<file path="src/hw/rtl/kaf_pkg.sv">
// Shared types, constants and helpers for the angle Kalman filter.
package kaf_pkg;
    localparam int FRAC_BITS = 16;
    localparam int WORD_W    = 32;
    localparam int Q16_UP    = (FRAC_BITS >= 16) ? FRAC_BITS - 16 : 0;
    localparam int Q16_DN    = (FRAC_BITS < 16) ? 16 - FRAC_BITS : 0;

    typedef logic signed [WORD_W-1:0] word_t;
    typedef logic [1:0] alu_op_t;

    localparam alu_op_t OP_ADD = 2'd0;
    localparam alu_op_t OP_SUB = 2'd1;
    localparam alu_op_t OP_MUL = 2'd2;

    localparam logic [1:0] REG_QA    = 2'd0;
    localparam logic [1:0] REG_QB    = 2'd1;
    localparam logic [1:0] REG_R     = 2'd2;
    localparam logic [1:0] REG_INIT  = 2'd3;

    localparam logic [15:0] QA_RESET   = 16'd655;
    localparam logic [15:0] QB_RESET   = 16'd197;
    localparam logic [15:0] R_RESET    = 16'd1966;
    localparam logic signed [25:0] INIT_RESET = 26'sd11796480;

    // Unsigned Q0.16 to FRAC_BITS fraction bits.
    function automatic word_t from_q016(input logic [15:0] v);
        logic [47:0] w;
        w = ({32'd0, v} << Q16_UP) >> Q16_DN;
        return word_t'(w[WORD_W-1:0]);
    endfunction

    function automatic word_t sat33(input logic signed [WORD_W:0] v);
        if (v[WORD_W] != v[WORD_W-1])
            return v[WORD_W] ? {1'b1, {(WORD_W-1){1'b0}}} : {1'b0, {(WORD_W-1){1'b1}}};
        return word_t'(v[WORD_W-1:0]);
    endfunction
endpackage

</file>
<file path="src/hw/rtl/kaf_alu.sv">
// Shared saturating add, subtract and fixed-point multiply unit.
module kaf_alu (
    input  kaf_pkg::alu_op_t op,
    input  kaf_pkg::word_t   a,
    input  kaf_pkg::word_t   b,
    output kaf_pkg::word_t   y
);
    import kaf_pkg::*;

    logic signed [2*WORD_W-1:0] prod;
    logic signed [2*WORD_W-1:0] prod_sh;
    logic signed [WORD_W:0]     sum;
    logic                       hi_ok;

    always_comb
    begin
        prod    = a * b;
        prod_sh = prod >>> FRAC_BITS;
        hi_ok   = (&prod_sh[2*WORD_W-1:WORD_W-1]) || !(|prod_sh[2*WORD_W-1:WORD_W-1]);
        sum     = {a[WORD_W-1], a} + {b[WORD_W-1], b};
        case (op)
            OP_ADD: y = sat33({a[WORD_W-1], a} + {b[WORD_W-1], b});
            OP_SUB: y = sat33({a[WORD_W-1], a} - {b[WORD_W-1], b});
            OP_MUL:
            begin
                if (hi_ok)
                    y = word_t'(prod_sh[WORD_W-1:0]);
                else if (prod_sh[2*WORD_W-1])
                    y = {1'b1, {(WORD_W-1){1'b0}}};
                else
                    y = {1'b0, {(WORD_W-1){1'b1}}};
            end
            default: y = word_t'(sum[WORD_W-1:0]);
        endcase
    end
endmodule

</file>
<file path="src/hw/rtl/kaf_div.sv">
// Bit-serial signed divider for the gain: (num << FRAC_BITS) / den, saturated.
module kaf_div (
    input  logic           clk,
    input  logic           rst_n,
    input  logic           start,
    input  kaf_pkg::word_t num,
    input  kaf_pkg::word_t den,
    output logic           done,
    output kaf_pkg::word_t quo
);
    import kaf_pkg::*;

    localparam int NW  = WORD_W + FRAC_BITS;
    localparam int CNW = $clog2(NW + 1);

    logic              busy_reg, busy_next;
    logic [CNW-1:0]    cnt_reg, cnt_next;
    logic [NW-1:0]     q_reg, q_next;
    logic [WORD_W:0]   rem_reg, rem_next;
    logic [WORD_W-1:0] dmag_reg, dmag_next;
    logic              neg_reg, neg_next;
    logic              done_reg, done_next;
    word_t             quo_reg, quo_next;
    logic [WORD_W:0]   rem_sh;
    logic [WORD_W-1:0] nmag;
    logic [NW:0]       qs;

    always_comb
    begin
        busy_next = busy_reg;
        cnt_next  = cnt_reg;
        q_next    = q_reg;
        rem_next  = rem_reg;
        dmag_next = dmag_reg;
        neg_next  = neg_reg;
        done_next = 1'b0;
        quo_next  = quo_reg;
        nmag      = num[WORD_W-1] ? WORD_W'(-num) : WORD_W'(num);
        rem_sh    = {rem_reg[WORD_W-1:0], q_reg[NW-1]};
        qs        = neg_reg ? (NW+1)'(-{1'b0, q_reg}) : {1'b0, q_reg};
        if (start)
        begin
            if (den == '0)
            begin
                quo_next  = '0;
                done_next = 1'b1;
            end
            else
            begin
                busy_next = 1'b1;
                cnt_next  = CNW'(NW);
                q_next    = {nmag, {FRAC_BITS{1'b0}}};
                rem_next  = '0;
                dmag_next = den[WORD_W-1] ? WORD_W'(-den) : WORD_W'(den);
                neg_next  = num[WORD_W-1] ^ den[WORD_W-1];
            end
        end
        else if (busy_reg)
        begin
            if (cnt_reg == '0)
            begin
                busy_next = 1'b0;
                done_next = 1'b1;
                // saturate the signed quotient
                if (!neg_reg && (|q_reg[NW-1:WORD_W-1]))
                    quo_next = {1'b0, {(WORD_W-1){1'b1}}};
                else if (neg_reg && (|q_reg[NW-1:WORD_W-1]) && (qs[NW:WORD_W-1] != '1))
                    quo_next = {1'b1, {(WORD_W-1){1'b0}}};
                else
                    quo_next = word_t'(qs[WORD_W-1:0]);
            end
            else
            begin
                cnt_next = cnt_reg - 1'b1;
                if (rem_sh >= {1'b0, dmag_reg})
                begin
                    rem_next = rem_sh - {1'b0, dmag_reg};
                    q_next   = {q_reg[NW-2:0], 1'b1};
                end
                else
                begin
                    rem_next = rem_sh;
                    q_next   = {q_reg[NW-2:0], 1'b0};
                end
            end
        end
    end

    always_ff @(posedge clk or negedge rst_n)
    begin
        if (!rst_n)
        begin
            busy_reg <= 1'b0;
            done_reg <= 1'b0;
            cnt_reg  <= '0;
        end
        else
        begin
            busy_reg <= busy_next;
            done_reg <= done_next;
            cnt_reg  <= cnt_next;
        end
    end

    always_ff @(posedge clk)
    begin
        q_reg    <= q_next;
        rem_reg  <= rem_next;
        dmag_reg <= dmag_next;
        neg_reg  <= neg_next;
        quo_reg  <= quo_next;
    end

    assign done = done_reg;
    assign quo  = quo_reg;
endmodule

</file>
<file path="src/hw/rtl/imu_angle_kalman_filter.sv">
// Top level of the two-state (angle, gyro bias) Kalman filter for tilt angle.
// Each input word (measured angle, gyro rate, time step) runs through a fixed
// program on one shared arithmetic unit, one step per cycle while it is not
// waiting on the divider or the output register: 28 saturating add, subtract
// and Q16.16 multiply steps, one step that snapshots P00 and P01, and one step
// that loads the output register. Two gain divisions run on a bit-serial
// divider that resolves one quotient bit per cycle; each loads its operands,
// resolves the 48-bit quotient, saturates it and hands it over. in_stall is
// high while a word runs through the program, up to its final step, so a new
// word is taken only once the last one is through. The result word is held in
// an output register, so a new input word is taken while it waits; the final
// step of that next word holds until the register is free. Configuration
// writes are taken at any time with cfg_ready always high, and must only be
// issued while the filter is idle; writing initial_angle also loads the angle
// estimate at once. Reset loads the angle estimate from the initial_angle
// reset value and clears the bias and the covariance.
module imu_angle_kalman_filter (
    input  logic                clk,
    input  logic                rst_n,
    input  logic                in_valid,
    output logic                in_stall,
    input  logic signed [25:0]  measured_angle,
    input  logic signed [27:0]  measured_rate,
    input  logic [15:0]         time_step,
    output logic                out_valid,
    input  logic                out_stall,
    output logic signed [31:0]  filtered_angle,
    input  logic                cfg_valid,
    output logic                cfg_ready,
    input  logic [1:0]          cfg_index,
    input  logic [25:0]         cfg_data
);
    import kaf_pkg::*;

    // Program steps of the sequencer.
    localparam logic [4:0] ST_DIV0 = 5'd15;
    localparam logic [4:0] ST_DIV1 = 5'd16;
    localparam logic [4:0] ST_COPY = 5'd22;
    localparam logic [4:0] ST_LAST = 5'd31;

    // Destination codes for the arithmetic result.
    localparam logic [3:0] D_NONE = 4'd0;
    localparam logic [3:0] D_T    = 4'd1;
    localparam logic [3:0] D_RATE = 4'd2;
    localparam logic [3:0] D_ANG  = 4'd3;
    localparam logic [3:0] D_BIAS = 4'd4;
    localparam logic [3:0] D_P0   = 4'd5;
    localparam logic [3:0] D_P1   = 4'd6;
    localparam logic [3:0] D_P2   = 4'd7;
    localparam logic [3:0] D_P3   = 4'd8;
    localparam logic [3:0] D_S    = 4'd9;
    localparam logic [3:0] D_Y    = 4'd10;

    logic [15:0] qa_reg, qb_reg, r_reg;
    word_t ang_reg, bias_reg, p0_reg, p1_reg, p2_reg, p3_reg;
    word_t meas_reg, rin_reg, dt_reg, t_reg, rate_reg, s_reg, y_reg;
    word_t k0_reg, k1_reg, p00_reg, p01_reg, out_reg;
    logic busy_reg, wait_reg, oval_reg;
    logic [4:0] step_reg;

    alu_op_t op;
    word_t a, b, alu_y, qa, qb, rm;
    logic [3:0] dst;
    logic div_start, div_done;
    word_t div_q;
    logic out_load;

    assign qa = from_q016(qa_reg);
    assign qb = from_q016(qb_reg);
    assign rm = from_q016(r_reg);

    // Program table: one arithmetic step per entry.
    always_comb
    begin
        op  = OP_ADD;
        a   = '0;
        b   = '0;
        dst = D_NONE;
        case (step_reg)
            5'd0:  begin op = OP_SUB; a = rin_reg; b = bias_reg; dst = D_RATE; end
            5'd1:  begin op = OP_MUL; a = dt_reg;  b = rate_reg; dst = D_T;    end
            5'd2:  begin op = OP_ADD; a = ang_reg; b = t_reg;    dst = D_ANG;  end
            5'd3:  begin op = OP_MUL; a = dt_reg;  b = p3_reg;   dst = D_T;    end
            5'd4:  begin op = OP_SUB; a = t_reg;   b = p1_reg;   dst = D_T;    end
            5'd5:  begin op = OP_SUB; a = t_reg;   b = p2_reg;   dst = D_T;    end
            5'd6:  begin op = OP_ADD; a = t_reg;   b = qa;       dst = D_T;    end
            5'd7:  begin op = OP_MUL; a = dt_reg;  b = t_reg;    dst = D_T;    end
            5'd8:  begin op = OP_ADD; a = p0_reg;  b = t_reg;    dst = D_P0;   end
            5'd9:  begin op = OP_MUL; a = dt_reg;  b = p3_reg;   dst = D_T;    end
            5'd10: begin op = OP_SUB; a = p1_reg;  b = t_reg;    dst = D_P1;   end
            5'd11: begin op = OP_SUB; a = p2_reg;  b = t_reg;    dst = D_P2;   end
            5'd12: begin op = OP_MUL; a = qb;      b = dt_reg;   dst = D_T;    end
            5'd13: begin op = OP_ADD; a = p3_reg;  b = t_reg;    dst = D_P3;   end
            5'd14: begin op = OP_ADD; a = p0_reg;  b = rm;       dst = D_S;    end
            5'd17: begin op = OP_SUB; a = meas_reg; b = ang_reg; dst = D_Y;    end
            5'd18: begin op = OP_MUL; a = k0_reg;  b = y_reg;    dst = D_T;    end
            5'd19: begin op = OP_ADD; a = ang_reg; b = t_reg;    dst = D_ANG;  end
            5'd20: begin op = OP_MUL; a = k1_reg;  b = y_reg;    dst = D_T;    end
            5'd21: begin op = OP_ADD; a = bias_reg; b = t_reg;   dst = D_BIAS; end
            5'd23: begin op = OP_MUL; a = k0_reg;  b = p00_reg;  dst = D_T;    end
            5'd24: begin op = OP_SUB; a = p0_reg;  b = t_reg;    dst = D_P0;   end
            5'd25: begin op = OP_MUL; a = k0_reg;  b = p01_reg;  dst = D_T;    end
            5'd26: begin op = OP_SUB; a = p1_reg;  b = t_reg;    dst = D_P1;   end
            5'd27: begin op = OP_MUL; a = k1_reg;  b = p00_reg;  dst = D_T;    end
            5'd28: begin op = OP_SUB; a = p2_reg;  b = t_reg;    dst = D_P2;   end
            5'd29: begin op = OP_MUL; a = k1_reg;  b = p01_reg;  dst = D_T;    end
            5'd30: begin op = OP_SUB; a = p3_reg;  b = t_reg;    dst = D_P3;   end
            default: dst = D_NONE;
        endcase
    end

    kaf_alu u_alu (
        .op (op),
        .a  (a),
        .b  (b),
        .y  (alu_y)
    );

    // Kick the divider once on entry to each gain step.
    assign div_start = busy_reg && !wait_reg &&
                       ((step_reg == ST_DIV0) || (step_reg == ST_DIV1));

    kaf_div u_div (
        .clk   (clk),
        .rst_n (rst_n),
        .start (div_start),
        .num   ((step_reg == ST_DIV0) ? p0_reg : p2_reg),
        .den   (s_reg),
        .done  (div_done),
        .quo   (div_q)
    );

    // Final step loads the output register once it is free.
    assign out_load = busy_reg && (step_reg == ST_LAST) && (!oval_reg || !out_stall);

    assign in_stall       = busy_reg;
    assign out_valid      = oval_reg;
    assign filtered_angle = out_reg;
    assign cfg_ready      = 1'b1;

    always_ff @(posedge clk or negedge rst_n)
    begin
        if (!rst_n)
        begin
            qa_reg   <= QA_RESET;
            qb_reg   <= QB_RESET;
            r_reg    <= R_RESET;
            ang_reg  <= word_t'(INIT_RESET);
            bias_reg <= '0;
            p0_reg   <= '0;
            p1_reg   <= '0;
            p2_reg   <= '0;
            p3_reg   <= '0;
            busy_reg <= 1'b0;
            wait_reg <= 1'b0;
            oval_reg <= 1'b0;
            step_reg <= '0;
        end
        else
        begin
            if (out_load)
                oval_reg <= 1'b1;
            else if (!out_stall)
                oval_reg <= 1'b0;
            if (cfg_valid)
            begin
                case (cfg_index)
                    REG_QA:   qa_reg <= cfg_data[15:0];
                    REG_QB:   qb_reg <= cfg_data[15:0];
                    REG_R:    r_reg  <= cfg_data[15:0];
                    REG_INIT: ang_reg <= word_t'($signed(cfg_data));
                    default: ;
                endcase
            end
            if (!busy_reg)
            begin
                if (in_valid)
                begin
                    busy_reg <= 1'b1;
                    step_reg <= '0;
                end
            end
            else
            begin
                case (dst)
                    D_ANG:  ang_reg  <= alu_y;
                    D_BIAS: bias_reg <= alu_y;
                    D_P0:   p0_reg   <= alu_y;
                    D_P1:   p1_reg   <= alu_y;
                    D_P2:   p2_reg   <= alu_y;
                    D_P3:   p3_reg   <= alu_y;
                    default: ;
                endcase
                if ((step_reg == ST_DIV0) || (step_reg == ST_DIV1))
                begin
                    // hold until the quotient arrives
                    if (!wait_reg)
                        wait_reg <= 1'b1;
                    else if (div_done)
                    begin
                        wait_reg <= 1'b0;
                        step_reg <= step_reg + 1'b1;
                    end
                end
                else if (step_reg == ST_LAST)
                begin
                    // drop the result into the output register once it is free
                    if (out_load)
                        busy_reg <= 1'b0;
                end
                else
                    step_reg <= step_reg + 1'b1;
            end
        end
    end

    // Working registers: no reset needed.
    always_ff @(posedge clk)
    begin
        if (!busy_reg && in_valid)
        begin
            meas_reg <= word_t'(measured_angle);
            rin_reg  <= word_t'(measured_rate);
            dt_reg   <= from_q016(time_step);
        end
        case (dst)
            D_T:    t_reg    <= alu_y;
            D_RATE: rate_reg <= alu_y;
            D_S:    s_reg    <= alu_y;
            D_Y:    y_reg    <= alu_y;
            default: ;
        endcase
        if (busy_reg && wait_reg && div_done)
        begin
            if (step_reg == ST_DIV0)
                k0_reg <= div_q;
            else
                k1_reg <= div_q;
        end
        if (step_reg == ST_COPY)
        begin
            p00_reg <= p0_reg;
            p01_reg <= p1_reg;
        end
        if (out_load)
            out_reg <= ang_reg;
    end

    a_accept_busy: assert property (@(posedge clk) disable iff (!rst_n)
        in_valid && !in_stall |=> busy_reg)
        else $error("accepted word did not start the sequencer");
    a_out_from_seq: assert property (@(posedge clk) disable iff (!rst_n)
        $rose(out_valid) |-> $past(busy_reg) && $past(step_reg) == ST_LAST)
        else $error("result shown outside the final step");
    a_div_in_gain: assert property (@(posedge clk) disable iff (!rst_n)
        div_done |-> busy_reg && (step_reg == ST_DIV0 || step_reg == ST_DIV1))
        else $error("quotient arrived outside a gain step");
    a_wait_in_gain: assert property (@(posedge clk) disable iff (!rst_n)
        wait_reg |-> (step_reg == ST_DIV0 || step_reg == ST_DIV1))
        else $error("divider wait outside a gain step");
endmodule
</file>
<file path="config.mk">
export PLATFORM = sky130hd
export DESIGN_NAME = imu_angle_kalman_filter
export DESIGN_NICKNAME = d
export VERILOG_FILES = /design/src/hw/rtl/kaf_pkg.sv /design/src/hw/rtl/kaf_alu.sv /design/src/hw/rtl/kaf_div.sv /design/src/hw/rtl/imu_angle_kalman_filter.sv
export SDC_FILE = /design/constraint.sdc
export NUM_CORES = 2
export LEC_CHECK = 0
export BUFFER_PORTS_ARGS = -buffer_cell sky130_fd_sc_hd__buf_2
export CAP_MARGIN = 20
export CORE_UTILIZATION = 30
export DETAILED_ROUTE_END_ITERATION = 7
export GPL_ROUTABILITY_DRIVEN = 0
export PLACE_DENSITY = 0.53
export SLEW_MARGIN = 20
export SYNTH_ARGS = -nofsm -noshare
export SYNTH_HDL_FRONTEND = slang
export SYNTH_SLANG_ARGS = --single-unit
</file>
<file path="constraint.sdc">
create_clock -name clk -period 13.25 [get_ports clk]
set_input_delay 0 -clock clk [delete_from_list [all_inputs] [get_ports clk]]
set_output_delay 0 -clock clk [all_outputs]
set_load 0.005 [all_outputs]
</file>
======== Word level (Yosys, flattened, before mapping) ========
Cells that the tools add are included.
operators by class
  reductions and logical operators ........ 63
  eq/ne operators ......................... 56
  order comparisons ....................... 1
  add/sub/neg operators ................... 8
  multiply operators ...................... 1
  bitwise logic cells ..................... 3
  multiplexer cells ....................... 68
operators by type and width
  operator                number
  $pmux W32 S13           2
  $mux W32                25
  $mux W48                4
  $pmux W32 S3            1
  $eq A5 B5 Y1 const B    16
  $mul A32 B32 Y64        1
  $neg A32 Y32            2
  $mux W49                1
  $neg A48 Y49            1
  $eq A5 B4 Y1 const B    8
  $pmux W4 S10            1
  $reduce_or A17 Y1       2
  $add A32 B32 Y33        1
  $ge A33 B32 Y1          1
  $sub A32 B32 Y33        1
  $logic_not A32 Y1       1
  $sub A32 B32 Y32        1
  $mux W31                1
  $mux W5                 6
  $mux W6                 4
  $reduce_and A2 Y1       12
  $mux W1                 22
  $eq A5 B3 Y1 const B    4
  $ne A18 B18 Y1 const B  1
  35 further kinds        81
word-level totals
  logic and storage cells ................. 234
  register bits ........................... 759
  bits of input ports ..................... 103
  output and inout bits ................... 35

======== Longest topological paths before layout ========
  depth after elaboration ................. 11
  mapped depth ............................ 51
  mapped depth without buffers ............ 43

======== Hierarchy ========
Synthesis repeated with hierarchy kept, for this count alone.
unflattened totals
  cell total of the unflattened synthesis .. 7,456
  area, all modules ....................... 77,082.7 um^2
by module, submodules not included
  module                   area each (um^2)  times used  cells each  seq. area each (um^2)
  kaf_alu                  40,727.8          1           4,617       0.0
  imu_angle_kalman_filter  26,021.2          1           1,758       16,983.8
  kaf_div                  10,333.7          1           1,081       4,554.4

======== Worst setup path before layout ========
No wires, ideal clock.
  kind .................................... register -> register
  from .................................... register step_reg[3]
  to ...................................... register rate_reg[17] (data pin)
  required time ........................... 12.979 ns
  library setup time ...................... 0.271 ns
  clock period less this slack ............ 11.910 ns
  path buffers ............................ 9
  setup slack ............................. 1.340 ns
  cell stages (with the launch flop) ...... 44
  data arrival time ....................... 11.639 ns
  cell sequence ........................... dfrtp_1 buf_6 buf_6 clkbuf_1 inv_1 nand2_1 nor2_1 clkbuf_1 buf_1 clkbuf_1 a22oi_1 nand3_1 a221oi_1 nand3_1 clkbuf_1 nand2_1 inv_1 fa_1 [8 not listed] fa_1 ha_1 clkbuf_1 and3_1 nand2_1 or4_1 o41ai_2 nand3_1 a211o_1 a221oi_2 nand3_1 nor4b_4 a21boi_2 buf_6 o311ai_1 a31oi_1 o21ai_2 inv_1
between the ends
  cells in the longest elaborated chain, start to end .. 9
  elaborated cells between the ends (all ways) .. 72
  classes of those cells .................. 2 x add/sub; 1 x mul; 31 x eq/ne; 16 x mux; 22 x reduce/logical
RTL lines
  element                                                           line                            source
  start, declared                                                   imu_angle_kalman_filter.sv:59   logic [4:0] step_reg;
  start signal, assigned                                            imu_angle_kalman_filter.sv:202  step_reg <= step_reg + 1'b1;
  start signal, assigned                                            imu_angle_kalman_filter.sv:212  step_reg <= step_reg + 1'b1;
  $eq A5 B5 Y1, or another cell as far along                        imu_angle_kalman_filter.sv:79   case (step_reg)
  $reduce_or A12 Y1 (no source line), or another cell as far along  n/a
  $pmux W32 S13                                                     imu_angle_kalman_filter.sv:79
  $mul A32 B32 Y64, or another cell as far along                    kaf_alu.sv:17                   prod = a * b;
  $reduce_or A17 Y1 / $ne A1 B1 Y1 (equally long branches)          kaf_alu.sv:19, kaf_pkg.sv:33
  $logic_not A1 Y1 / $mux W1 (equally long branches)                kaf_alu.sv:19, kaf_pkg.sv:33
  $logic_or A1 B1 Y1 / $mux W1 (equally long branches)              kaf_alu.sv:19, kaf_alu.sv:21
  $mux W32, on equally long branches                                kaf_alu.sv:26, kaf_pkg.sv:35
  $pmux W32 S3 *                                                    kaf_alu.sv:21                   case (op)
  net alu_y[17]                                                     imu_angle_kalman_filter.sv:62   word_t a, b, alu_y, qa, qb, rm;
  end signal, assigned                                              imu_angle_kalman_filter.sv:228  D_RATE: rate_reg <= alu_y;
  end, declared                                                     imu_angle_kalman_filter.sv:56   word_t meas_reg, rin_reg, dt_reg, t_reg, rate_reg, s_reg, y_reg;
Mark *: on every way through the listed nets, which the timed path passes. The rest lies on a longest branch. The select of a mux whose other input is x is not followed.
A chain may end at the register's enable or synchronous reset.

======== Final worst setup path ========
  from .................................... register step_reg[0]
  to ...................................... register y_reg[6] (data pin)
between the ends
  cells in the longest elaborated chain, start to end .. 9
  elaborated cells between the ends (all ways) .. 72
  classes of those cells .................. 2 x add/sub; 1 x mul; 31 x eq/ne; 16 x mux; 22 x reduce/logical
RTL lines
  element                                                           line                            source
  $eq A5 B5 Y1, or another cell as far along                        imu_angle_kalman_filter.sv:79
  $reduce_or A12 Y1 (no source line), or another cell as far along  n/a
  $pmux W32 S13                                                     imu_angle_kalman_filter.sv:79
  $mul A32 B32 Y64, or another cell as far along                    kaf_alu.sv:17
  $reduce_or A17 Y1 / $ne A1 B1 Y1 (equally long branches)          kaf_alu.sv:19, kaf_pkg.sv:33
  $logic_not A1 Y1 / $mux W1 (equally long branches)                kaf_alu.sv:19, kaf_pkg.sv:33
  $logic_or A1 B1 Y1 / $mux W1 (equally long branches)              kaf_alu.sv:19, kaf_alu.sv:21
  $mux W32, on equally long branches                                kaf_alu.sv:26, kaf_pkg.sv:35
  $pmux W32 S3 *                                                    kaf_alu.sv:21
  net alu_y[6]                                                      imu_angle_kalman_filter.sv:62
  end signal, assigned                                              imu_angle_kalman_filter.sv:230  D_Y: y_reg <= alu_y;
  end, declared                                                     imu_angle_kalman_filter.sv:56
Marks and branches as above.

==> run summary <==
The run finished, with violations left. The final reports fail on design-rule violations. Global routing used 34.5% of the available met2 tracks. The flop and latch count out of synthesis is 759, and the xor/xnor cell area share of the yosys netlist is 2.62%. In the routed design, unresolved DRC markers number 7.

Data on the critical path arrives at its endpoint at 13.47 ns. No sink is reached through more buffers than the 3 on the longest clock path. During I/O placement, the number of pins put on the boundary was 138. After synthesis, the share of flip-flops with an asynchronous set or reset is 33.7%.

The run gives 250,000 µm² as the total die area. In the final layout, the multi-input gates occupy 47,400 µm². The insertion delay to the later sink of the worst-skew pair came out at 0.68 ns. The endpoint of the lowest-slack register-to-register path was y_reg[6].

Clock skew on the completed layout was measured at 0.0329 ns. The die is 500 µm wide. The Yosys step of the flow raised 0 warnings. The buffer cell driving the clock tree root was clkbuf_16.

Clock tree synthesis inserted a total of 76 buffers. The register with the most flip-flops in the layout has 48 of them. Summing the areas of all fa, ha and maj instances in the mapped netlist gives 34.0% of the synthesized area. TritonCTS built the clock tree.

The net count of the mapped netlist is 9,011. The total number of nets in the final design was 9,217. The run gives 3 as the CTS H-tree depth. The share of the clock period used by the worst path after layout was 98.7%. In this run the worst hold path is classified as primary input to register. The routed layout has 59,400 vias. Total half-perimeter wirelength after legalization and detailed placement: 220 mm. After detailed routing, the average wire length per cell comes to 25.8 µm.

In the routed layout, each cell is associated on average with a via count of 5.34. The final max-slew violation count was 0; the time the final worst path needs with I/O delays and setup was 13.08 ns. The tool flagged a number of max-cap violations equal to 0.

Area occupied by registers: 21,500 µm². The critical path startpoint is step_reg[0]. The met3 usage in global routing was 4.27%. Once the floorplan was initialized, standard cells occupied 30.3% of the core. For the total length of routed wires, the log shows 287 mm. The remaining max-slew budget at the tightest pin was 31.7%; the count of buffers inserted at the top-level ports was 136. The post-route netlist has 10.7% of its cells at a drive strength greater than 1. The maximum fanout count along the critical path came out at 15. The start of the worst register-to-register path is step_reg[0]. Among all flip-flop cells after synthesis, the most frequent one is edfxtp_1. The final hold violation count is 0, and the delay contributed by the slowest stage of the critical path is 0.56 ns. The final setup violation count is 0.

The startpoint kind of the worst setup timing path was a register. The number of antenna violations at the first check in global routing came out at 11. For this design, the sink count on the clock tree is 759.

After global routing the overflow that remains totals 0. The netlist area before placement came out at 74,500 µm². The cell count of the worst reg-to-reg path is 42. The first detailed-routing pass ran for 8 iterations. The relative area change from synthesis to final layout came out at 13.3%. The count of unique library cells instantiated by Yosys is 112. The biggest area consumer among synthesized cells was fa_1. The largest individual stage delay along the critical path comes from the cell fa_1. After synthesis, the largest family of logic cells by area is adder cells. The global-route wire length before repair was 418 mm; the simple-gate share of the synthesized area was 13.1%. Routing layer with the top usage in global route: met2. Global routing used 30.8% of the available met1 tracks.

The core box area was 246,000 µm²; the final-layout fill cell count was 25,100. The post-synthesis compound-gate area fraction was 10.8%. Sequential cells were found to cover 28.9% of the synthesized design area.

Cell seen most often among critical-path stages: fa_1. The die outline height is 500 µm, and the area share of the largest cell type after synthesis is 29.1%. Counting flops with a built-in enable in the synthesized netlist gives 503. The critical setup path kind is register to register. The tools report the fmax as 0.0765 GHz. The final core utilization came out at 34.3%.

The run gives 7,536 as the number of instances in the synthesized netlist. The worst setup path is captured at a register. Termination of the worst setup path: y_reg[6]. The antenna violation net count after detailed routing is 0, and the slack of the worst reg-to-reg path is 0.17 ns.

The pin count of the biggest net entering global routing was 78; the mux contribution to synthesized area was 2.57%. Clock-pin slew on the worst setup and hold paths: 0.06 ns. After synthesis, the cell types taking the most area are fa_1, edfxtp_1, dfrtp_1. The number of DRC violations after detailed-routing iteration 0 was 7,173. The via count of the first global-routing pass is 61,000. The run gives 13.64 ns as the required arrival time at the worst endpoint. Row generation in the floorplan step produced 182 rows. The average instance in the mapped netlist occupies 9.89 µm².

The total routing resource utilization after global routing is 22.8%, and the actual slew at the worst max-slew pin is 1.02 ns.
metrics by stage:
stage / worst slack, ns / hold slack, ns / TNS (ns) / cell area (µm²) / std cells
6_report: 0.171 / 0.0418 / 0 / 84500 / 11100
5_1_grt: -0.00523 / 0.0447 / -0.00648 / 84500 / 11100
3_3_place_gp: 0.0559 / -0.00748 / 0 / 80600 / 10900
2_1_floorplan: 1.34 / -0.296 / 0 / 74500 / 7536
4_1_cts: 0.0311 / 0.00202 / 0 / 84200 / 11100
3_5_place_dp: -0.166 / -0.00896 / -1.04 / 80600 / 10900
cells in the final DEF (no fill, tap or decap), types with 35 or more instances in the layout:
cell,instances
a21oi_1,223
mux2_2,100
nand2b_1,37
o21ai_1,106
nand4_1,51
nor2_1,713
dfrtp_1,234
xor2_1,83
a222oi_1,90
a221oi_1,48
nand2_1,1021
xnor2_1,140
a21o_1,64
mux2i_1,57
and2_1,35
nand3_1,68
o21ai_0,209
a22oi_1,104
buf_4,273
clkbuf_16,77
edfxtp_1,503
buf_2,135
dlygate4sd3_1,100
inv_1,1152
fa_1,1084
nor3_1,74
ha_1,284
cells in the mapped netlist, drive strengths merged, types with 20 or more instances:
cell type,count
and4,23
edfxtp,503
dfrtp,234
nor2,729
xor2,83
a222oi,90
a21o,64
nand2,1022
ha,287
nand3,71
and3,32
o21a,20
inv,1163
o21ai,322
nor3b,20
mux2,118
a31oi,34
fa,1085
dfstp,22
a21oi,233
nor3,80
nor4,22
o31ai,20
xnor2,140
o21bai,24
nor2b,23
or3,28
mux2i,58
clkbuf,348
a211oi,37
a221oi,55
nand2b,37
and2,36
buf,67
nand4,53
a22oi,104
critical path, delay by kind of cell, from the launching register on:
family | cells | cell delay [ns]
buffers and inverters | 10 | 2.15
and+or+nand+nor | 9 | 2.35
AOI/OAI and AO/OA | 13 | 2.98
adders and majority gates | 10 | 4.84
DFF | 1 | 0.44
area by class of cell:
type	count	share of cell area [%]
clock buffer	99	2.51
multi-input combinational	5184	56.1
sequential	759	25.5
timing repair buffer	543	5.22
clock inverter	39	0.475
antenna	14	0.0415
inverter	1178	5.27
tap	3312	4.91
routing by layer:
| layer | vias up | share of wire (%) |
|---|---|---|
| met5 | - | 0 |
| met4 | 0 | 6.1 |
| met3 | 631 | 9.2 |
| met2 | 3074 | 43 |
| met1 | 30600 | 41 |
| li1 | 25100 | - |
repair_timing:
action,4_1_cts,5_1_grt
gates resized for setup,3,23
endpoints found under the setup margin,12,240
hold endpoints to repair,238,0
hold buffers,101,0
pin swaps,0,6
setup buffers,0,15
cloned,0,0
worst min path at each step:
stage / start / to / slack (ns) / cells past startpoint
global route: cfg_index[0] / qa_reg[5] / 0.04 / 4
CTS: measured_angle[4] / meas_reg[4] / 0.002 / 2
detailed placement: rst_n / p0_reg[26] / -0.009 / 1
global placement: rst_n / p0_reg[26] / -0.007 / 1
floorplan: rst_n / ang_reg[0] / -0.30 / 0
finish: time_step[14] / dt_reg[14] / 0.04 / 2
cells by family after synthesis:
group	after synthesis
and+or+nand+nor	2246
buffers and inverters	1593
adders and majority gates	1372
AOI/OAI and AO/OA	1166
DFF	759
xor gates and xnor gates	223
muxes	176
other	1
Power is not shown: default switching activity piles up to over one toggle a cycle in this logic, so the estimate is an artifact.
